### src/design/osdgo_pkg.sv
// ----------------------------------------------------------------------------
// osdgo_pkg
// Shared types, codes and constants of the NV12 glyph overlay writer.
// ----------------------------------------------------------------------------
`default_nettype none

package osdgo_pkg;

    localparam int GLYPH_MAX_DEF  = 64;
    localparam int COORD_BITS_DEF = 12;

    localparam logic [1:0] OP_TEXT_START = 2'd0;
    localparam logic [1:0] OP_NEWLINE    = 2'd1;
    localparam logic [1:0] OP_GLYPH_ROW  = 2'd2;
    localparam logic [1:0] OP_UNUSED     = 2'd3;

    localparam logic [2:0] REG_ORIGIN_X     = 3'd0;
    localparam logic [2:0] REG_ORIGIN_Y     = 3'd1;
    localparam logic [2:0] REG_IMAGE_WIDTH  = 3'd2;
    localparam logic [2:0] REG_IMAGE_HEIGHT = 3'd3;
    localparam logic [2:0] REG_LINE_LIMIT   = 3'd4;
    localparam logic [2:0] REG_COLOR_Y      = 3'd5;
    localparam logic [2:0] REG_COLOR_U      = 3'd6;
    localparam logic [2:0] REG_COLOR_V      = 3'd7;

    localparam int ADDR_W      = 5;
    localparam int IN_TDATA_W  = 88;
    localparam int OUT_TDATA_W = 176;
    localparam int MASK_W      = 64;

    localparam logic [MASK_W-1:0] EVEN_BITS = 64'h5555_5555_5555_5555;

    typedef struct packed {
        logic [11:0] origin_x;
        logic [11:0] origin_y;
        logic [12:0] image_width;
        logic [12:0] image_height;
        logic [7:0]  line_limit;
        logic [7:0]  color_y;
        logic [7:0]  color_u;
        logic [7:0]  color_v;
    } cfg_t;

    typedef struct packed {
        logic [1:0]        operation;
        logic [6:0]        glyph_width;
        logic [6:0]        glyph_height;
        logic [5:0]        row_index;
        logic [MASK_W-1:0] row_mask;
    } item_t;

    typedef struct packed {
        logic              write_enable;
        logic [11:0]       luma_row;
        logic [11:0]       luma_col;
        logic [MASK_W-1:0] luma_mask;
        logic [10:0]       chroma_row;
        logic [11:0]       chroma_col;
        logic [MASK_W-1:0] chroma_mask;
        logic              stopped;
    } result_t;

endpackage

`default_nettype wire

### src/design/osd_glyph_overlay_nv12.sv
// ----------------------------------------------------------------------------
// osd_glyph_overlay_nv12
// On-screen text overlay writer: turns glyph rows into NV12 luma and chroma
// masked writes, with line wrapping, clipping and a line limit.
// Registers: an input beat is held in the input register, its result beat in
// the result register. Throughput: one beat per cycle unless the output stalls;
// the pen, line and stop state update on each step, between the two registers.
// Reset: rst_n clears both stages, the pen, line index and stop flag, and
// returns the registers to their documented reset values.
// ----------------------------------------------------------------------------
`default_nettype none

module osd_glyph_overlay_nv12 #(
    parameter int GLYPH_MAX  = osdgo_pkg::GLYPH_MAX_DEF,
    parameter int COORD_BITS = osdgo_pkg::COORD_BITS_DEF
) (
    input  wire logic                                clk,
    input  wire logic                                rst_n,
    input  wire logic                                psel,
    input  wire logic                                penable,
    input  wire logic                                pwrite,
    input  wire logic [osdgo_pkg::ADDR_W-1:0]        paddr,
    input  wire logic [31:0]                         pwdata,
    output logic [31:0]                              prdata,
    output logic                                     pready,
    input  wire logic                                s_axis_tvalid,
    output logic                                     s_axis_tready,
    // glyph_width, glyph_height, row_index, row_mask, zero pad
    input  wire logic [osdgo_pkg::IN_TDATA_W-1:0]    s_axis_tdata,
    // operation
    input  wire logic [1:0]                          s_axis_tuser,
    output logic                                     m_axis_tvalid,
    input  wire logic                                m_axis_tready,
    // luma_row, luma_col, luma_mask, chroma_row, chroma_col, chroma_mask, pad
    output logic [osdgo_pkg::OUT_TDATA_W-1:0]        m_axis_tdata,
    // write_enable, stopped
    output logic [1:0]                               m_axis_tuser
);
    import osdgo_pkg::*;

    cfg_t    cfg_reg, cfg_next;
    item_t   item_reg;
    result_t res_reg, res_comb;
    logic    in_valid_reg, out_valid_reg;
    logic    advance, s_fire, step, cfg_wr;

    assign pready  = 1'b1;
    assign cfg_wr  = psel && penable && pwrite && pready;
    assign advance = !out_valid_reg || m_axis_tready;
    assign step    = in_valid_reg && advance;
    assign s_axis_tready = !in_valid_reg || advance;
    assign s_fire  = s_axis_tvalid && s_axis_tready;

    always_comb
    begin
        cfg_next = cfg_reg;
        if (cfg_wr)
        begin
            case (paddr[4:2])
                REG_ORIGIN_X:     cfg_next.origin_x     = pwdata[11:0];
                REG_ORIGIN_Y:     cfg_next.origin_y     = pwdata[11:0];
                REG_IMAGE_WIDTH:  cfg_next.image_width  = pwdata[12:0];
                REG_IMAGE_HEIGHT: cfg_next.image_height = pwdata[12:0];
                REG_LINE_LIMIT:   cfg_next.line_limit   = pwdata[7:0];
                REG_COLOR_Y:      cfg_next.color_y      = pwdata[7:0];
                REG_COLOR_U:      cfg_next.color_u      = pwdata[7:0];
                REG_COLOR_V:      cfg_next.color_v      = pwdata[7:0];
                default:          cfg_next = cfg_reg;
            endcase
        end
    end

    always_comb
    begin
        case (paddr[4:2])
            REG_ORIGIN_X:     prdata = 32'(cfg_reg.origin_x);
            REG_ORIGIN_Y:     prdata = 32'(cfg_reg.origin_y);
            REG_IMAGE_WIDTH:  prdata = 32'(cfg_reg.image_width);
            REG_IMAGE_HEIGHT: prdata = 32'(cfg_reg.image_height);
            REG_LINE_LIMIT:   prdata = 32'(cfg_reg.line_limit);
            REG_COLOR_Y:      prdata = 32'(cfg_reg.color_y);
            REG_COLOR_U:      prdata = 32'(cfg_reg.color_u);
            REG_COLOR_V:      prdata = 32'(cfg_reg.color_v);
            default:          prdata = 32'd0;
        endcase
    end

    always_ff @(posedge clk or negedge rst_n)
    begin
        if (!rst_n)
        begin
            cfg_reg.origin_x     <= 12'd0;
            cfg_reg.origin_y     <= 12'd0;
            cfg_reg.image_width  <= 13'd1920;
            cfg_reg.image_height <= 13'd1080;
            cfg_reg.line_limit   <= 8'd0;
            cfg_reg.color_y      <= 8'd255;
            cfg_reg.color_u      <= 8'd128;
            cfg_reg.color_v      <= 8'd128;
            in_valid_reg         <= 1'b0;
            out_valid_reg        <= 1'b0;
        end
        else
        begin
            cfg_reg       <= cfg_next;
            in_valid_reg  <= s_fire || (in_valid_reg && !advance);
            out_valid_reg <= step || (out_valid_reg && !m_axis_tready);
        end
    end

    always_ff @(posedge clk)
    begin
        if (s_fire)
        begin
            item_reg.operation    <= s_axis_tuser;
            item_reg.glyph_width  <= s_axis_tdata[6:0];
            item_reg.glyph_height <= s_axis_tdata[13:7];
            item_reg.row_index    <= s_axis_tdata[19:14];
            item_reg.row_mask     <= s_axis_tdata[83:20];
        end
        if (step)
        begin
            res_reg <= res_comb;
        end
    end

    osdgo_engine #(
        .GLYPH_MAX  (GLYPH_MAX),
        .COORD_BITS (COORD_BITS)
    ) u_engine (
        .clk    (clk),
        .rst_n  (rst_n),
        .step   (step),
        .cfg    (cfg_reg),
        .item   (item_reg),
        .result (res_comb)
    );

    assign m_axis_tvalid = out_valid_reg;
    assign m_axis_tuser  = {res_reg.stopped, res_reg.write_enable};
    assign m_axis_tdata  = {1'b0, res_reg.chroma_mask, res_reg.chroma_col,
                            res_reg.chroma_row, res_reg.luma_mask,
                            res_reg.luma_col, res_reg.luma_row};

endmodule

`default_nettype wire

### src/design/osdgo_engine.sv
// ----------------------------------------------------------------------------
// osdgo_engine
// Pen, line and stop state plus the per-row wrap, clip and mask logic.
// ----------------------------------------------------------------------------
`default_nettype none

module osdgo_engine #(
    parameter int GLYPH_MAX  = osdgo_pkg::GLYPH_MAX_DEF,
    parameter int COORD_BITS = osdgo_pkg::COORD_BITS_DEF
) (
    input  wire logic              clk,
    input  wire logic              rst_n,
    input  wire logic              step,
    input  wire osdgo_pkg::cfg_t   cfg,
    input  wire osdgo_pkg::item_t  item,
    output osdgo_pkg::result_t     result
);
    import osdgo_pkg::*;

    localparam logic [15:0] COORD_KEEP = 16'((32'd1 << COORD_BITS) - 1);

    logic [15:0] pen_reg, pen_next;
    logic [7:0]  line_reg, line_next;
    logic        halted_reg, halted_next;

    logic [6:0]        gw_s, gh_s;
    logic [7:0]        adv;
    logic              is_glyph, wrap, stop, last, in_image;
    logic [7:0]        line_bump, line_eff;
    logic [15:0]       pen_eff;
    logic [14:0]       prod;
    logic [15:0]       row;
    logic [12:0]       room, draw_w;
    logic [16:0]       pen_adv;
    logic [MASK_W-1:0] keep, mask;
    logic [15:0]       row_c, col_c;

    always_comb
    begin
        gw_s = (item.glyph_width > 7'(GLYPH_MAX)) ? 7'(GLYPH_MAX) : item.glyph_width;
        gh_s = (item.glyph_height > 7'(GLYPH_MAX)) ? 7'(GLYPH_MAX) : item.glyph_height;
        if (gh_s == 7'd0)
        begin
            gh_s = 7'd1;
        end
        adv       = (8'(gw_s) + 8'd1) & ~8'd1;
        line_bump = (line_reg == 8'hFF) ? line_reg : line_reg + 8'd1;
        is_glyph  = (item.operation == OP_GLYPH_ROW) && !halted_reg
                    && ({1'b0, item.row_index} < gh_s);
        wrap      = (item.row_index == 6'd0)
                    && ((17'(pen_reg) + 17'(adv)) > 17'(cfg.image_width));
        stop      = wrap && (cfg.line_limit != 8'd0) && (line_bump >= cfg.line_limit);
        line_eff  = wrap ? line_bump : line_reg;
        pen_eff   = wrap ? 16'(cfg.origin_x) : pen_reg;
        prod      = 15'(line_eff) * 15'(gh_s);
        row       = 16'(cfg.origin_y) + 16'(prod) + 16'(item.row_index);
        in_image  = (pen_eff < 16'(cfg.image_width)) && (row < 16'(cfg.image_height));
        room      = cfg.image_width - pen_eff[12:0];
        draw_w    = (13'(gw_s) > room) ? room : 13'(gw_s);
        for (int j = 0; j < MASK_W; j++)
        begin
            keep[j] = (13'(j) < draw_w);
        end
        mask      = (is_glyph && !stop && in_image) ? (item.row_mask & keep) : '0;
        last      = ({1'b0, item.row_index} == (gh_s - 7'd1));
        pen_adv   = 17'(pen_eff) + 17'(adv);

        pen_next    = pen_reg;
        line_next   = line_reg;
        halted_next = halted_reg;
        case (item.operation)
            OP_TEXT_START:
            begin
                pen_next    = 16'(cfg.origin_x);
                line_next   = 8'd0;
                halted_next = 1'b0;
            end
            OP_NEWLINE:
            begin
                if (!halted_reg)
                begin
                    pen_next  = 16'(cfg.origin_x);
                    line_next = line_bump;
                end
            end
            OP_GLYPH_ROW:
            begin
                if (is_glyph)
                begin
                    line_next = line_eff;
                    if (stop)
                    begin
                        halted_next = 1'b1;
                    end
                    else
                    begin
                        pen_next = pen_eff;
                        if (last)
                        begin
                            pen_next = pen_adv[16] ? 16'hFFFF : pen_adv[15:0];
                        end
                    end
                end
            end
            default:
            begin
            end
        endcase

        row_c  = row & COORD_KEEP;
        col_c  = pen_eff & COORD_KEEP;
        result = '0;
        if (mask != '0)
        begin
            result.write_enable = 1'b1;
            result.luma_row     = row_c[11:0];
            result.luma_col     = col_c[11:0];
            result.luma_mask    = mask;
            result.chroma_row   = row_c[11:1];
            result.chroma_col   = {col_c[11:1], 1'b0};
            result.chroma_mask  = mask & EVEN_BITS;
        end
        result.stopped = halted_next;
    end

    always_ff @(posedge clk or negedge rst_n)
    begin
        if (!rst_n)
        begin
            pen_reg    <= '0;
            line_reg   <= '0;
            halted_reg <= 1'b0;
        end
        else if (step)
        begin
            pen_reg    <= pen_next;
            line_reg   <= line_next;
            halted_reg <= halted_next;
        end
    end

endmodule

`default_nettype wire

### config.mk
export PLATFORM = sky130hd
export DESIGN_NAME = osd_glyph_overlay_nv12
export DESIGN_NICKNAME = d
export VERILOG_FILES = /design/src/design/osdgo_pkg.sv /design/src/design/osd_glyph_overlay_nv12.sv /design/src/design/osdgo_engine.sv
export SDC_FILE = /design/constraint.sdc
export NUM_CORES = 1
export LEC_CHECK = 0
export BUFFER_PORTS_ARGS = -buffer_cell sky130_fd_sc_hd__buf_2
export CAP_MARGIN = 10
export CORE_MARGIN = 1.5
export CORE_UTILIZATION = 45
export CTS_BUF_LIST = sky130_fd_sc_hd__clkbuf_8
export DETAILED_ROUTE_END_ITERATION = 16
export PLACE_DENSITY = 0.66
export SLEW_MARGIN = 20
export SYNTH_ARGS = -nofsm -noshare
export SYNTH_HDL_FRONTEND = slang
export SYNTH_HIERARCHICAL = 1
export SYNTH_SLANG_ARGS = --single-unit
### constraint.sdc
create_clock -name clk -period 29.6 [get_ports clk]
set_input_delay 5.92 -clock clk [delete_from_list [all_inputs] [get_ports clk]]
set_output_delay 5.92 -clock clk [all_outputs]
set_load 0.02 [all_outputs]
* After elaboration in Yosys (flattened, before gate mapping)
Cells that the tools add are included.
** Operators by class
- Bitwise operators :: 1
- Reductions and logical operators :: 41
- Add/subtract/negate cells :: 8
- Multiplexer cells :: 22
- Eq/ne operators :: 14
- $lt $le $gt $ge :: 72
- Multiply operators :: 1
** Operators by type and width (number)
- 6-bit by 13-bit < comparator with 1-bit output, first input constant :: 32
- 32-bit one-hot mux with 8 select lines :: 1
- 5-bit by 13-bit < comparator with 1-bit output, first input constant :: 16
- 176-bit two-way mux :: 1
- 4-bit by 13-bit < comparator with 1-bit output, first input constant :: 8
- 16-bit two-way mux :: 6
- 64-bit AND :: 1
- 64-bit two-way mux :: 1
- 64-bit nonzero test :: 1
- 3-bit by 13-bit < comparator with 1-bit output, first input constant :: 4
- 16-bit one-hot mux with 3 select lines :: 1
- 16-bit by 8-bit adder with 17-bit output :: 2
- 16-bit by 13-bit < comparator with 1-bit output :: 2
- 8-bit two-way mux :: 4
- 1-bit by 13-bit < comparator with 1-bit output, first input constant :: 2
- 2-bit by 13-bit < comparator with 1-bit output, first input constant :: 2
- 8-bit one-hot mux with 3 select lines :: 1
- 7-bit two-way mux :: 3
- 17-bit by 13-bit > comparator with 1-bit output :: 1
- 12-bit by 15-bit adder with 16-bit output :: 1
- 16-bit by 6-bit adder with 16-bit output :: 1
- 2-bit AND reduction :: 8
- 8-bit by 7-bit multiplier with 15-bit output :: 1
- 7-bit > comparator, second input constant :: 2
- 30 further kinds :: 57
** Word-level totals
- Output and inout port bits :: 213
- Register bits after elaboration :: 372
- Logic and storage cells :: 187
- Input port bits :: 134

* Logic depth before layout (Yosys ltp)
- Depth in word-level cells :: 16
- Mapped depth :: 54
- Depth with buffers taken out :: 47

* By module
Netlist, hierarchy kept.
** By module, submodules not included
- osd_glyph_overlay_nv12 :: area each 11986.5 µm², cells each 559, sequential area each 10022.1 µm², times used 1
- osdgo_engine :: area each 10201.0 µm², cells each 1427, sequential area each 625.6 µm², times used 1

* Least setup slack after synthesis
No wires, ideal clock.
- Path kind :: input to output
- Start :: input port paddr[3] in the netlist's numbering
- End :: output port prdata[6]
- Cell stages on the path :: 6
- Buffers on the path :: 2
- Path slack :: 16743 ps
- Arrival :: 6937 ps
- Required time :: 23680 ps
- Cells stage by stage :: buf_6 clkbuf_1 nand3b_1 o21ai_0 nand2_1 a31oi_1
** Between the ends
- Longest elaborated chain between the ends :: 2
- Elaborated cells between the ends (all ways) :: 9
- Those cells by class :: 7 x eq/ne; 1 x mux; 1 x reduce/logical
** RTL lines
- from (decl) :: RTL line osd_glyph_overlay_nv12.sv:22 : input wire logic [osdgo_pkg::ADDR_W-1:0] paddr,
- 3-bit equality test, or another cell as far along :: RTL line osd_glyph_overlay_nv12.sv:75 : case (paddr[4:2])
- 32-bit one-hot mux with 8 select lines * :: RTL line osd_glyph_overlay_nv12.sv:75
- to (decl) :: RTL line osd_glyph_overlay_nv12.sv:24 : output logic [31:0] prdata,
Every way passes the cells marked *; elsewhere a longest branch is shown, timed or not. The select of a mux whose other input is x is not followed.

* Worst setup path after layout
- Start :: register item_reg[83] in the netlist's numbering
- End :: register res_reg, in the netlist m_axis_tdata[94], data pin
** Between the ends
- Longest elaborated chain between the ends :: 15
- Elaborated cells between the ends (all ways) :: 89
- Those cells by class :: 5 x add/sub; 1 x mul; 69 x order compare; 5 x mux; 1 x bitwise; 8 x reduce/logical
** RTL lines
- from (decl) :: RTL line osd_glyph_overlay_nv12.sv:42 : item_t item_reg;
- 7-bit > comparator :: RTL line osdgo_engine.sv:40 : gw_s = (item.glyph_width > 7'(GLYPH_MAX)) ? 7'(GLYPH_MAX) : item.glyph_width;
- 7-bit two-way mux * :: RTL line osdgo_engine.sv:40
- 7-bit by 1-bit adder with 8-bit output :: RTL line osdgo_engine.sv:46 : adv = (8'(gw_s) + 8'd1) & ~8'd1;
- 16-bit by 8-bit adder with 17-bit output :: RTL line osdgo_engine.sv:51 : && ((17'(pen_reg) + 17'(adv)) > 17'(cfg.image_width));
- 17-bit by 13-bit > comparator with 1-bit output :: RTL line osdgo_engine.sv:51
- 1-bit logical AND :: RTL line osdgo_engine.sv:51
- 8-bit two-way mux :: RTL line osdgo_engine.sv:53 : line_eff = wrap ? line_bump : line_reg;
- 8-bit by 7-bit multiplier with 15-bit output :: RTL line osdgo_engine.sv:55 : prod = 15'(line_eff) * 15'(gh_s);
- 12-bit by 15-bit adder with 16-bit output :: RTL line osdgo_engine.sv:56 : row = 16'(cfg.origin_y) + 16'(prod) + 16'(item.row_index);
- 16-bit by 6-bit adder with 16-bit output :: RTL line osdgo_engine.sv:56
- 16-bit by 13-bit < comparator with 1-bit output :: RTL line osdgo_engine.sv:57 : in_image = (pen_eff < 16'(cfg.image_width)) && (row < 16'(cfg.image_height));
- 1-bit logical AND :: RTL line osdgo_engine.sv:57
- 1-bit logical AND :: RTL line osdgo_engine.sv:64 : mask = (is_glyph && !stop && in_image) ? (item.row_mask & keep) : '0;
- 64-bit two-way mux :: RTL line osdgo_engine.sv:64
- 64-bit nonzero test :: RTL line osdgo_engine.sv:113 : if (mask != '0)
- to (signal assigned) :: RTL line osd_glyph_overlay_nv12.sv:123 : res_reg <= res_comb;
- to (decl) :: RTL line osd_glyph_overlay_nv12.sv:43 : result_t res_reg, res_comb;
Every way passes the cells marked *; elsewhere a longest branch is shown, timed or not.
A chain may end at the register's enable or synchronous reset.

==> impl_metrics.ini <==
[status]
outcome = completed

[setup_path]
slowest_delay_ns = 0.69
cp-end-kind = flop
cpMostUsedCell = inv_1
critPathLaunchType = flop
crit_end = m_axis_tdata[94]$_DFFE_PP_
cp_max_fo = 31
r2r-end = m_axis_tdata[94]$_DFFE_PP_
worstSetupPathType = reg2reg
crit_required_ns = 30.01
r2r_slack_ns = 15.64
critPathArrivalTime_ns = 14.37
r2r_start = item_reg[83]$_DFFE_PP_
worstRegToRegCells = 43
startpoint = item_reg[83]$_DFFE_PP_
crit_slowest_cell = nor3_1

[yosys]
ys_types = 84
synth_warnings = 6
synth_area_leader_cell = edfxtp_1
synth_area_per_cell_um2 = 11.2
netlist_area_um2 = 22200
synth_edf_count = 263
synthTopCellsByCount = edfxtp_1, nor2_1, inv_1
ys_seq_area_share_pct = 48.0
ys.flop_type = edfxtp_1
syn_inst = 1986
ys_ff_latch = 372
netlist.area_leader.share_pct = 35.6
synthArstFlopShare_pct = 29.3
synthMostInstantiatedCell = edfxtp_1
ys_top_cells_by_area = edfxtp_1, dfrtp_1, ha_1, fa_1, mux2_2

[die]
die_area_um2 = 50600
fp.dieW_um = 225
start_util_pct = 45.5
coreArea_um2 = 48700
die_h_um = 225
pin_count = 347
rows = 81

[finish]
fillers = 4431
ff_latch_area_um2 = 10600
syn_to_final_growth_pct = 12.9
multi_input_area_um2 = 9930
final_layout_size_suffix_gt1_share_pct = 23.9
antenna_cells = 0
largest_reg_flops = 175
nets = 2555
final_cells = 2957

[sta]
skew_ns = 0.0457
worstMarginPinSlew_ns = 0.982
finalHoldViolations = 0
hold_slack_ns = 0.501
fin_setup_tns_ns = 0
min_period_ns = 13.96
setup_viol = 0
rsz0062_at_grt = no
finalMaxSlewViolations = 0
max_freq_mhz = 71.6
slew_headroom_pct = 34.5
period_share_pct = 47.2

[routing]
first_pass_iters = 5
vias_per_cell = 5.57
vias = 16500
wl_um = 65600
drtIter0Drc = 1235
wire_per_inst_um = 22.2
drc = 0
drtAntennaViolNets = 0

[cts]
cts-root-buf = clkbuf_8
cts_setup_buffers = 0
hold_buffers = 0
post_cts_resized = 0
cts_buffer_depth = 3
clock_latency_ns = 0.70
numCtsBuffers = 61
clock_sinks = 372
htreeDepth = 2
cts_tree = built
clk_pin_slew_worst_paths_ns = 0.06

[worst_hold_path]
hold_class = reg2reg

[grt]
track_usage_pct = 25.4
grt_pass1_vias = 16200
grt_pass1_wl_um = 97100
antenna_found_initial = 1
grt-ovfl-total = 0
grt_max_degree = 78

[placement]
io_buffer_count = 300
place_inst = 2842
hpwl_um = 50200
place_congestion = 0.984

[pwr]
pwr_density_cell_nw_per_um2 = 70.3
ir_drop_v = 0.0000413
leakage_nw = 11.0

[job]
cap_violations = 0
[final cells by class]
cell class / instances / share of cell area (%)
sequential: 372 / 42.5
clock inverter: 47 / 1.60
inverter: 175 / 2.62
multi-input combinational: 1310 / 39.6
timing repair buffer: 321 / 6.63
clock buffer: 68 / 3.73
tap: 664 / 3.32
[how the worst min path moves through the flow]
stage / from / to / slack (ns) / cells past startpoint
2_1_floorplan: in_valid_reg$_DFF_PN0_ / m_axis_tvalid$_DFF_PN0_ / 0.45 / 1
4_1_cts: cfg_reg[6]$_DFFE_PN0P_ / cfg_reg[6]$_DFFE_PN0P_ / 0.51 / 1
5_1_grt: cfg_reg[6]$_DFFE_PN0P_ / cfg_reg[6]$_DFFE_PN0P_ / 0.51 / 1
6_report: in_valid_reg$_DFF_PN0_ / m_axis_tvalid$_DFF_PN0_ / 0.50 / 1
3_3_place_gp: in_valid_reg$_DFF_PN0_ / m_axis_tvalid$_DFF_PN0_ / 0.47 / 1
3_5_place_dp: in_valid_reg$_DFF_PN0_ / m_axis_tvalid$_DFF_PN0_ / 0.49 / 1
[power by group]
part,switching (mW),internal (mW),leakage (nW)
logic,0.391,0.200,6.33
registers,0.0447,0.636,3.94
clock network,0.216,0.273,0.740
total,0.652,1.11,11.0
[layer usage]
| layer | GRT usage (%) | vias to the layer above | wire length, µm |
|---|---|---|---|
| met5 | 0 | - | 10 |
| met4 | 9.14 | 2 | 2220 |
| met3 | 4.16 | 138 | 4170 |
| met2 | 43.5 | 684 | 32200 |
| met1 | 32.6 | 8111 | 27000 |
| li1 | - | 7545 | - |
[kinds of logic (layout without fill, tap and decap cells)]
| logic type | after synthesis | count (layout) | share of synthesized area [%] |
|---|---|---|---|
| other | 3 | 56 | 0.0507 |
| muxes | 140 | 140 | 7.23 |
| xor gates and xnor gates | 45 | 45 | 1.78 |
| and+or+nand+nor | 513 | 513 | 11.2 |
| DFF | 372 | 372 | 48.0 |
| adders and majority gates | 180 | 180 | 11.9 |
| buffers and inverters | 357 | 611 | 8.26 |
| AOI/OAI and AO/OA | 376 | 376 | 11.6 |
[cells in the final DEF, fill, tap and decap left out, types with 17 or more instances in the layout]
cell        n
mux2_2     81
nand2b_1   20
nand3_1    32
ha_1      129
xnor2_1    30
nor3_1     43
nor2_1    199
a21oi_1    63
a21o_1     20
clkbuf_8   68
nand2_1    85
a31oi_1    30
o21ai_0    76
nor2b_1    22
dfstp_2    18
dfrtp_1    91
edfxtp_1  263
fa_1       51
buf_2     299
buf_4      22
mux2i_1    44
o311ai_0   19
o221ai_1   23
conb_1     56
o211ai_1   18
and3_1     17
inv_1     191
[worst max-delay path: cells and delay by family (launching register included)]
kind                       cells  cell delay, ns
AOI/OAI and AO/OA             11            3.67
and+or+nand+nor               12            3.33
buffers and inverters          8            1.20
xor gates and xnor gates       4            1.44
adders and majority gates      8            3.29
DFF                            1            0.68
[through the flow]
| stage | total power, mW | util, % | area, µm² | setup WS, ns |
|---|---|---|---|---|
| after floorplan | 1.09 | - | 22400 | 16.74 |
| after global placement | 1.26 | 48.6 | 23700 | 15.95 |
| after detailed placement | 1.27 | 48.6 | 23700 | 15.86 |
| after CTS | 1.77 | 51.4 | 25100 | 15.77 |
| after global routing | 1.85 | 51.4 | 25100 | 15.08 |
| final | 1.76 | 51.4 | 25100 | 15.64 |
Note: power is estimated with default switching activity, not from simulation.
